<file path="src/hw/rtl/bds_pkg.sv">
package bds_pkg;

    localparam int FIELD_W  = 16;
    localparam int AXES     = 3;
    localparam int SLABS    = 2 * AXES;
    localparam int QDEPTH   = 2;

    typedef logic signed [FIELD_W-1:0] t_coord;
    typedef t_coord [AXES-1:0] t_vec3;

    typedef enum logic [1:0] {
        K_EMPTY,
        K_WHOLE,
        K_SLABS
    } t_kind;

    // One classified word handed from the front to the back.
    typedef struct packed {
        t_kind             kind;
        logic [SLABS-1:0]  mask;
        t_vec3             a_lo;
        t_vec3             a_hi;
        t_vec3             b_lo;
        t_vec3             b_hi;
    } t_item;

    typedef struct packed {
        t_vec3 lo;
        t_vec3 hi;
        logic  empty;
        logic  last;
    } t_piece;

endpackage

</file>
<file path="src/hw/rtl/bds_front.sv">
module bds_front #(
    parameter int DIMENSIONS = 3,
    parameter int COORD_BITS = 16
) (
    input  bds_pkg::t_vec3 i_a_lo,
    input  bds_pkg::t_vec3 i_a_hi,
    input  bds_pkg::t_vec3 i_b_lo,
    input  bds_pkg::t_vec3 i_b_hi,
    output bds_pkg::t_item o_item
);
    import bds_pkg::*;

    localparam int CW   = (COORD_BITS < FIELD_W) ? COORD_BITS : FIELD_W;
    localparam int SH   = FIELD_W - CW;
    localparam int DIMS = (DIMENSIONS < 1) ? 1 : ((DIMENSIONS > AXES) ? AXES : DIMENSIONS);

    t_vec3            a_lo;
    t_vec3            a_hi;
    t_vec3            b_lo;
    t_vec3            b_hi;
    logic             contains;
    logic             meets;
    logic [SLABS-1:0] mask;
    t_coord           lo_clip;

    // Coordinates are sign-extended from the configured width.
    always_comb begin
        for (int d = 0; d < AXES; d++) begin
            a_lo[d] = $signed(i_a_lo[d] <<< SH) >>> SH;
            a_hi[d] = $signed(i_a_hi[d] <<< SH) >>> SH;
            b_lo[d] = $signed(i_b_lo[d] <<< SH) >>> SH;
            b_hi[d] = $signed(i_b_hi[d] <<< SH) >>> SH;
        end
    end

    always_comb begin
        contains = 1'b1;
        meets    = 1'b1;
        mask     = '0;
        lo_clip  = '0;
        for (int d = 0; d < AXES; d++) begin
            if (d < DIMS) begin
                if (!($signed(a_lo[d]) >= $signed(b_lo[d]) &&
                      $signed(a_hi[d]) <= $signed(b_hi[d]))) begin
                    contains = 1'b0;
                end
                // The larger low must not pass the smaller high, so an inverted box
                // on an axis meets nothing.
                if ($signed(a_lo[d]) > $signed(b_hi[d]) ||
                    $signed(b_lo[d]) > $signed(a_hi[d]) ||
                    $signed(a_lo[d]) > $signed(a_hi[d]) ||
                    $signed(b_lo[d]) > $signed(b_hi[d])) begin
                    meets = 1'b0;
                end
                mask[2*d] = ($signed(a_lo[d]) < $signed(b_lo[d])) &&
                            ($signed(b_lo[d]) <= $signed(a_hi[d]));
                lo_clip = mask[2*d] ? b_lo[d] : a_lo[d];
                mask[2*d+1] = ($signed(lo_clip) <= $signed(b_hi[d])) &&
                              ($signed(b_hi[d]) < $signed(a_hi[d]));
            end
        end
    end

    always_comb begin
        o_item.a_lo = a_lo;
        o_item.a_hi = a_hi;
        o_item.b_lo = b_lo;
        o_item.b_hi = b_hi;
        o_item.mask = mask;
        if (contains) begin
            o_item.kind = K_EMPTY;
        end else if (!meets) begin
            o_item.kind = K_WHOLE;
        end else if (mask == '0) begin
            o_item.kind = K_EMPTY;
        end else begin
            o_item.kind = K_SLABS;
        end
    end

endmodule

</file>
<file path="src/hw/rtl/bds_queue.sv">
module bds_queue (
    input  logic           i_clk,
    input  logic           i_rst_n,
    input  logic           i_push,
    input  bds_pkg::t_item i_push_item,
    output logic           o_full,
    input  logic           i_pop,
    output logic           o_head_valid,
    output bds_pkg::t_item o_head_item
);
    import bds_pkg::*;

    localparam int PTR_W = (QDEPTH > 1) ? $clog2(QDEPTH) : 1;
    localparam int CNT_W = $clog2(QDEPTH + 1);

    t_item            r_mem [QDEPTH];
    logic [PTR_W-1:0] r_wr_ptr, n_wr_ptr;
    logic [PTR_W-1:0] r_rd_ptr, n_rd_ptr;
    logic [CNT_W-1:0] r_count, n_count;
    logic             do_push;
    logic             do_pop;

    assign o_full       = (r_count == CNT_W'(QDEPTH));
    assign o_head_valid = (r_count != '0);
    assign o_head_item  = r_mem[r_rd_ptr];
    assign do_push      = i_push && !o_full;
    assign do_pop       = i_pop && o_head_valid;

    always_comb begin
        n_wr_ptr = r_wr_ptr;
        n_rd_ptr = r_rd_ptr;
        if (do_push) begin
            n_wr_ptr = (r_wr_ptr == PTR_W'(QDEPTH - 1)) ? '0 : r_wr_ptr + 1'b1;
        end
        if (do_pop) begin
            n_rd_ptr = (r_rd_ptr == PTR_W'(QDEPTH - 1)) ? '0 : r_rd_ptr + 1'b1;
        end
        n_count = r_count + CNT_W'(do_push) - CNT_W'(do_pop);
    end

    always_ff @(posedge i_clk) begin
        if (!i_rst_n) begin
            r_wr_ptr <= '0;
            r_rd_ptr <= '0;
            r_count  <= '0;
        end else begin
            r_wr_ptr <= n_wr_ptr;
            r_rd_ptr <= n_rd_ptr;
            r_count  <= n_count;
        end
    end

    always_ff @(posedge i_clk) begin
        if (do_push) begin
            r_mem[r_wr_ptr] <= i_push_item;
        end
    end

    a_count_bound: assert property (@(posedge i_clk) disable iff (!i_rst_n)
        r_count <= CNT_W'(QDEPTH))
        else $error("queue count beyond its depth");

    a_push_count: assert property (@(posedge i_clk) disable iff (!i_rst_n)
        do_push && !do_pop |=> r_count == $past(r_count) + 1'b1)
        else $error("queue count missed a push");

    a_pop_count: assert property (@(posedge i_clk) disable iff (!i_rst_n)
        do_pop && !do_push |=> r_count == $past(r_count) - 1'b1)
        else $error("queue count missed a pop");

endmodule

</file>
<file path="src/hw/rtl/bds_back.sv">
module bds_back (
    input  logic            i_clk,
    input  logic            i_rst_n,
    input  logic            i_head_valid,
    input  bds_pkg::t_item  i_head_item,
    output logic            o_pop,
    output logic            o_strobe,
    output bds_pkg::t_piece o_piece
);
    import bds_pkg::*;

    logic             r_busy, n_busy;
    t_kind            r_kind;
    logic [SLABS-1:0] r_mask, n_mask;
    t_vec3            r_lo, n_lo;
    t_vec3            r_hi, n_hi;
    t_vec3            r_b_lo;
    t_vec3            r_b_hi;
    logic             r_strobe;
    t_piece           r_piece, n_piece;
    logic [2:0]       sel;
    logic             found;
    logic             emit_last;

    // The lowest remaining slab goes out first: x low, x high, y low, and so on.
    always_comb begin
        sel   = '0;
        found = 1'b0;
        for (int k = 0; k < SLABS; k++) begin
            if (!found && r_mask[k]) begin
                sel   = 3'(k);
                found = 1'b1;
            end
        end
    end

    always_comb begin
        n_lo          = r_lo;
        n_hi          = r_hi;
        n_mask        = r_mask & ~(SLABS'(1) << sel);
        n_piece.lo    = r_lo;
        n_piece.hi    = r_hi;
        n_piece.empty = 1'b0;
        n_piece.last  = 1'b1;
        case (r_kind)
            K_WHOLE: begin
                n_piece.last = 1'b1;
            end
            K_SLABS: begin
                for (int d = 0; d < AXES; d++) begin
                    if (sel[2:1] == 2'(d)) begin
                        if (!sel[0]) begin
                            n_piece.hi[d] = r_b_lo[d] - 16'sd1;
                            n_lo[d]       = r_b_lo[d];
                        end else begin
                            n_piece.lo[d] = r_b_hi[d] + 16'sd1;
                            n_hi[d]       = r_b_hi[d];
                        end
                    end
                end
                n_piece.last = (n_mask == '0);
            end
            default: begin
                n_piece.lo    = '0;
                n_piece.hi    = '0;
                n_piece.empty = 1'b1;
                n_piece.last  = 1'b1;
            end
        endcase
    end

    assign emit_last = r_busy && n_piece.last;
    assign o_pop     = i_head_valid && (!r_busy || emit_last);
    assign n_busy    = o_pop || (r_busy && !emit_last);

    always_ff @(posedge i_clk) begin
        if (!i_rst_n) begin
            r_busy   <= 1'b0;
            r_strobe <= 1'b0;
        end else begin
            r_busy   <= n_busy;
            r_strobe <= r_busy;
        end
    end

    always_ff @(posedge i_clk) begin
        if (r_busy) begin
            r_piece <= n_piece;
        end
        if (o_pop) begin
            r_kind <= i_head_item.kind;
            r_mask <= i_head_item.mask;
            r_lo   <= i_head_item.a_lo;
            r_hi   <= i_head_item.a_hi;
            r_b_lo <= i_head_item.b_lo;
            r_b_hi <= i_head_item.b_hi;
        end else if (r_busy) begin
            r_mask <= n_mask;
            r_lo   <= n_lo;
            r_hi   <= n_hi;
        end
    end

    assign o_strobe = r_strobe;
    assign o_piece  = r_piece;

    a_empty_last: assert property (@(posedge i_clk) disable iff (!i_rst_n)
        o_strobe && o_piece.empty |-> o_piece.last)
        else $error("empty result not marked as last");

    a_slab_mask: assert property (@(posedge i_clk) disable iff (!i_rst_n)
        r_busy && r_kind == K_SLABS |-> r_mask != '0)
        else $error("slab word active with no slab left");

    a_hold_busy: assert property (@(posedge i_clk) disable iff (!i_rst_n)
        r_busy && !emit_last |=> r_busy)
        else $error("word dropped before its last piece");

    a_strobe_follows: assert property (@(posedge i_clk) disable iff (!i_rst_n)
        r_busy |=> o_strobe)
        else $error("active cycle gave no piece");

endmodule

</file>
<file path="src/hw/rtl/box_difference_slabs_top.sv">
// An accepted word passes the queue and the back end's word registers; its pieces
// pass a piece register. Throughput: one piece per cycle while a word is active;
// one to six per word, set by its slabs; single-piece words follow one per cycle.
// A two-word queue sits between classification and piece generation; busy is high
// while it is full. Results are strobed for one cycle and cannot be stalled.
// Reset is synchronous and active low; it clears the queue and the back end at once.
module box_difference_slabs_top #(
    parameter int DIMENSIONS = 3,
    parameter int COORD_BITS = 16
) (
    input  logic        i_clk,
    input  logic        i_rst_n,
    input  logic        start,
    output logic        busy,
    input  logic [15:0] i_a_lo_x,
    input  logic [15:0] i_a_lo_y,
    input  logic [15:0] i_a_lo_z,
    input  logic [15:0] i_a_hi_x,
    input  logic [15:0] i_a_hi_y,
    input  logic [15:0] i_a_hi_z,
    input  logic [15:0] i_b_lo_x,
    input  logic [15:0] i_b_lo_y,
    input  logic [15:0] i_b_lo_z,
    input  logic [15:0] i_b_hi_x,
    input  logic [15:0] i_b_hi_y,
    input  logic [15:0] i_b_hi_z,
    output logic        o_strobe,
    output logic [15:0] o_piece_lo_x,
    output logic [15:0] o_piece_lo_y,
    output logic [15:0] o_piece_lo_z,
    output logic [15:0] o_piece_hi_x,
    output logic [15:0] o_piece_hi_y,
    output logic [15:0] o_piece_hi_z,
    output logic        o_empty_result,
    output logic        o_last_piece
);
    import bds_pkg::*;

    t_vec3  a_lo;
    t_vec3  a_hi;
    t_vec3  b_lo;
    t_vec3  b_hi;
    t_item  front_item;
    t_item  head_item;
    logic   q_full;
    logic   head_valid;
    logic   pop;
    t_piece piece;

    assign a_lo = {i_a_lo_z, i_a_lo_y, i_a_lo_x};
    assign a_hi = {i_a_hi_z, i_a_hi_y, i_a_hi_x};
    assign b_lo = {i_b_lo_z, i_b_lo_y, i_b_lo_x};
    assign b_hi = {i_b_hi_z, i_b_hi_y, i_b_hi_x};

    bds_front #(
        .DIMENSIONS (DIMENSIONS),
        .COORD_BITS (COORD_BITS)
    ) u_front (
        .i_a_lo (a_lo),
        .i_a_hi (a_hi),
        .i_b_lo (b_lo),
        .i_b_hi (b_hi),
        .o_item (front_item)
    );

    bds_queue u_queue (
        .i_clk        (i_clk),
        .i_rst_n      (i_rst_n),
        .i_push       (start),
        .i_push_item  (front_item),
        .o_full       (q_full),
        .i_pop        (pop),
        .o_head_valid (head_valid),
        .o_head_item  (head_item)
    );

    bds_back u_back (
        .i_clk        (i_clk),
        .i_rst_n      (i_rst_n),
        .i_head_valid (head_valid),
        .i_head_item  (head_item),
        .o_pop        (pop),
        .o_strobe     (o_strobe),
        .o_piece      (piece)
    );

    assign busy           = q_full;
    assign o_piece_lo_x   = piece.lo[0];
    assign o_piece_lo_y   = piece.lo[1];
    assign o_piece_lo_z   = piece.lo[2];
    assign o_piece_hi_x   = piece.hi[0];
    assign o_piece_hi_y   = piece.hi[1];
    assign o_piece_hi_z   = piece.hi[2];
    assign o_empty_result = piece.empty;
    assign o_last_piece   = piece.last;

endmodule

</file>
<file path="config.mk">
export PLATFORM = sky130hd
export DESIGN_NAME = box_difference_slabs_top
export DESIGN_NICKNAME = d
export VERILOG_FILES = /design/src/hw/rtl/bds_pkg.sv /design/src/hw/rtl/bds_front.sv /design/src/hw/rtl/bds_queue.sv /design/src/hw/rtl/bds_back.sv /design/src/hw/rtl/box_difference_slabs_top.sv
export SDC_FILE = /design/constraint.sdc
export NUM_CORES = 1
export LEC_CHECK = 0
export BUFFER_PORTS_ARGS = -buffer_cell sky130_fd_sc_hd__buf_2
export CAP_MARGIN = 5
export CORE_ASPECT_RATIO = 1.25
export CORE_MARGIN = 2
export CORE_UTILIZATION = 60
export CTS_CLUSTER_SIZE = 28
export DETAILED_ROUTE_END_ITERATION = 6
export PLACE_DENSITY = 0.8
export RECOVER_POWER = 100
export SYNTH_ARGS = -nofsm -noshare
export SYNTH_HDL_FRONTEND = slang
export SYNTH_SLANG_ARGS = --single-unit
</file>
<file path="constraint.sdc">
create_clock -name i_clk -period 14.4 [get_ports i_clk]
set_input_delay 1.44 -clock i_clk [delete_from_list [all_inputs] [get_ports i_clk]]
set_output_delay 1.44 -clock i_clk [all_outputs]
set_load 0.02 [all_outputs]
</file>
==> results.yml <==
timing:
  post-route-min-period_ps: 9700
  drv_slew: 1163
  setup_viol: 0
  rsz0062_at_grt: "false"
  relSlewSlack_pct: -449
  fmax_mhz: 103
  tightest_slew_ps: 8240
  hold_violations: 0
  fin_crit_sh_pct: 67.4
  setup_tns_ps: 0
  final.setup_skew_ps: 14.3
  whs_ps: 541
yosys:
  post-synth-top-count-cell: "edfxtp_1"
  synth_edf_count: 698
  synth_cells: 2939
  ys.flop_type: "edfxtp_1"
  synth_area_um2: 36800
  ys_ff_latch: 705
  synth_area_leaders: "edfxtp_1 57%, ha_1 12%, mux2_2 4.1%"
  ys_seq_area_share_pct: 57.3
  synth_nets: 3480
  synth_top_area_cell: "edfxtp_1"
  ys_types: 73
  synth.avg_cell_area_um2: 12.5
  async_reset_ff_share_pct: 0
  synthTopCellsByCount: "698 x edfxtp_1, 346 x ha_1, 273 x nor2_1, 248 x a21oi_1, 180 x inv_1"
  yosys_warnings: 0
  synth_top_area_share_pct: 56.9
grt:
  grt_remaining_overflow: 0
  first_global_vias: 25062
  grt_usage_pct: 31.7
  grt_pass1_wl_um: 149000
  antenna_found_initial: 1
  grt_max_degree: 126
clock_network:
  htree_levels: 3
  cts_buffer_depth: 3
  cts_tree: "done"
  root_buffer: "clkbuf_16"
  ctsResizeCount: 0
  cts_buffers: 72
  post_cts_buffers: 0
  clk-insertion-delay-late_ps: 620
  clock_sinks: 705
  cts.clk_slew.worst_paths_ps: 60
  postCtsHoldBufs: 0
worst_setup_path:
  worstSetupPathType: "reg2reg"
  cp-endpoint: "u_back.r_hi[31]"
  path_max_fanout: 117
  rr_worst_depth: 3
  end_kind: "flip-flop"
  worstPathRequired_ps: 14830
  cp.arrival_ps: 10130
  regToRegEndpoint: "u_back.r_hi[31]"
  r2r_setup_slack_ps: 4700
  crit_path_start_kind: "flip-flop"
finish:
  final_util_pct: 67.1
  drive_gt1_share_pct: 8.11
  fill_cells: 4573
  nets: 3768
  syn2layout_area_growth_pct: 10.7
  seq_area_um2: 21100
  multi_input_area_um2: 14500
  design_area_um2: 40800
routing:
  final_antenna_net_count: 0
  m1WireLength_um: 38200
  via_per_inst: 6.15
  highest_layer: "met5"
  wl_met2_um: 50300
  dr.first_iter.drc_count: 2287
  num_vias: 25247
  post-route-drc-count: 0
  routed_wl_um: 100000
  met3WireLength_um: 6020
  dr.pass1.iters: 6
  wl_per_cell_um: 24.4
pwr:
  power_density_nw_per_um2: 188
  pwr-share-clk_pct: 23.7
  p_comb_share_pct: 31.2
  leakage_nw: 15.2
  swShare_pct: 35.2
  ir_worst_vdd_uv: 201
  power_switching_mw: 2.70
  total_power_mw: 7.69
  seqPwrFrac_pct: 45.1
  internal_power_mw: 4.98
min_path:
  hold_path_class: "reg2reg"
floorplan:
  start_util_pct: 60.6
  pin_count: 295
  die_area_um2: 63400
  rows: 101
  die_h_um: 281
  fp.dieW_um: 226
  core-area_um2: 60800
place:
  gp_congestion: 0.911
  hpwl_um: 73700
  dpl_cell_area_um2: 39100
  port_buffers: 294
run_status:
  violations: "max-capacitance violations, max-slew violations"
  outcome: "finished with violations"
run:
  maxCapViolCount: 23
-- registers in the layout (all words and copies together), names as in the netlist, named ones only --
register / cells
u_back.r_busy: 1
u_back.r_hi: 48
u_back.o_strobe: 1
u_back.r_mask: 6
u_back.r_b_hi: 48
u_back.r_kind: 2
u_queue.r_wr_ptr: 1
u_queue.r_count: 2
u_queue.r_mem: 400
u_queue.r_rd_ptr: 1
u_back.r_lo: 48
u_back.r_b_lo: 48
u_back.o_piece: 98
-- stage by stage --
| step | std cells | setup slack, ps |
|---|---|---|
| floorplan | 2939 | 3800 |
| global placement | 3977 | 7690 |
| detailed placement | 3977 | 7590 |
| CTS | 4104 | 8210 |
| global route | 4104 | 4170 |
| finish | 4105 | 4700 |
-- worst min-delay path by stage --
stage	startpoint	endpoint	cells past startpoint
4_1_cts	u_queue.r_mem[0][4]	u_back.r_b_hi[4]	1
3_3_place_gp	u_queue.r_rd_ptr	flip-flop	2
5_1_grt	u_queue.r_mem[0][86]	u_back.r_b_lo[38]	1
3_5_place_dp	u_queue.r_mem[1][12]	u_back.r_b_hi[12]	1
2_1_floorplan	u_queue.r_rd_ptr	flip-flop	2
6_report	u_queue.r_mem[0][5]	u_back.r_b_hi[5]	1
-- cell usage in the layout (no fill, tap or decap), drive strengths merged, types with 14 or more instances in the layout --
cell type	count
nand3	33
clkbuf	397
a21o	58
nand4	76
o21ai	87
o21a	14
nor3	28
nor2b	29
nor2	276
o211ai	35
edfxtp	698
a22oi	42
nand2	168
a21oi	266
mux2	133
nor4	16
xor2	39
clkinv	22
a211oi	35
inv	188
xnor2	41
mux2i	106
ha	346
-- logic make-up (layout without fill, tap and decap cells) --
logic type                 count (synthesis)  after routing  share of synthesized area [%]
DFF                                      705            705                           57.3
and+or+nand+nor                          698            698                           8.92
AOI/OAI and AO/OA                        588            588                           9.88
adders and majority gates                347            347                           11.8
buffers and inverters                    282            623                           3.31
muxes                                    239            239                           6.94
xor gates and xnor gates                  80             80                           1.90
other                                      0              1                              0
-- cell type report --
class	instances	share of cell area [%]
diodes	1	0.00613
clock buffers	87	4.56
clock inverters	40	0.991
inverters	181	1.68
multi-input cells	1952	35.6
flip-flops and latches	705	51.7
well taps	824	2.53
repair buffers	315	2.93
-- power by group through the flow --
stage | logic (mW) | registers (mW) | clock network [mW]
after detailed placement | 2.33 | 3.46 | 0
after global routing | 2.61 | 3.52 | 1.92
after CTS | 2.34 | 3.42 | 1.84
final | 2.40 | 3.47 | 1.82
after floorplan | 1.56 | 3.47 | 0
after global placement | 2.26 | 3.43 | 0
-- routing by layer --
metal | vias to the layer above | GRT usage [%]
met2 | 1054 | 54.7
met4 | 2 | 17.7
met1 | 12299 | 38.6
met3 | 268 | 3.95
li1 | 11624 | -
met5 | - | 0
-- worst max-delay path: stages (launching register included) --
cell      delay [ps]
dfxtp_1         1570
clkbuf_1        5820
mux2i_1         1590
a21oi_1          450
(Power assumes the default switching activity.)
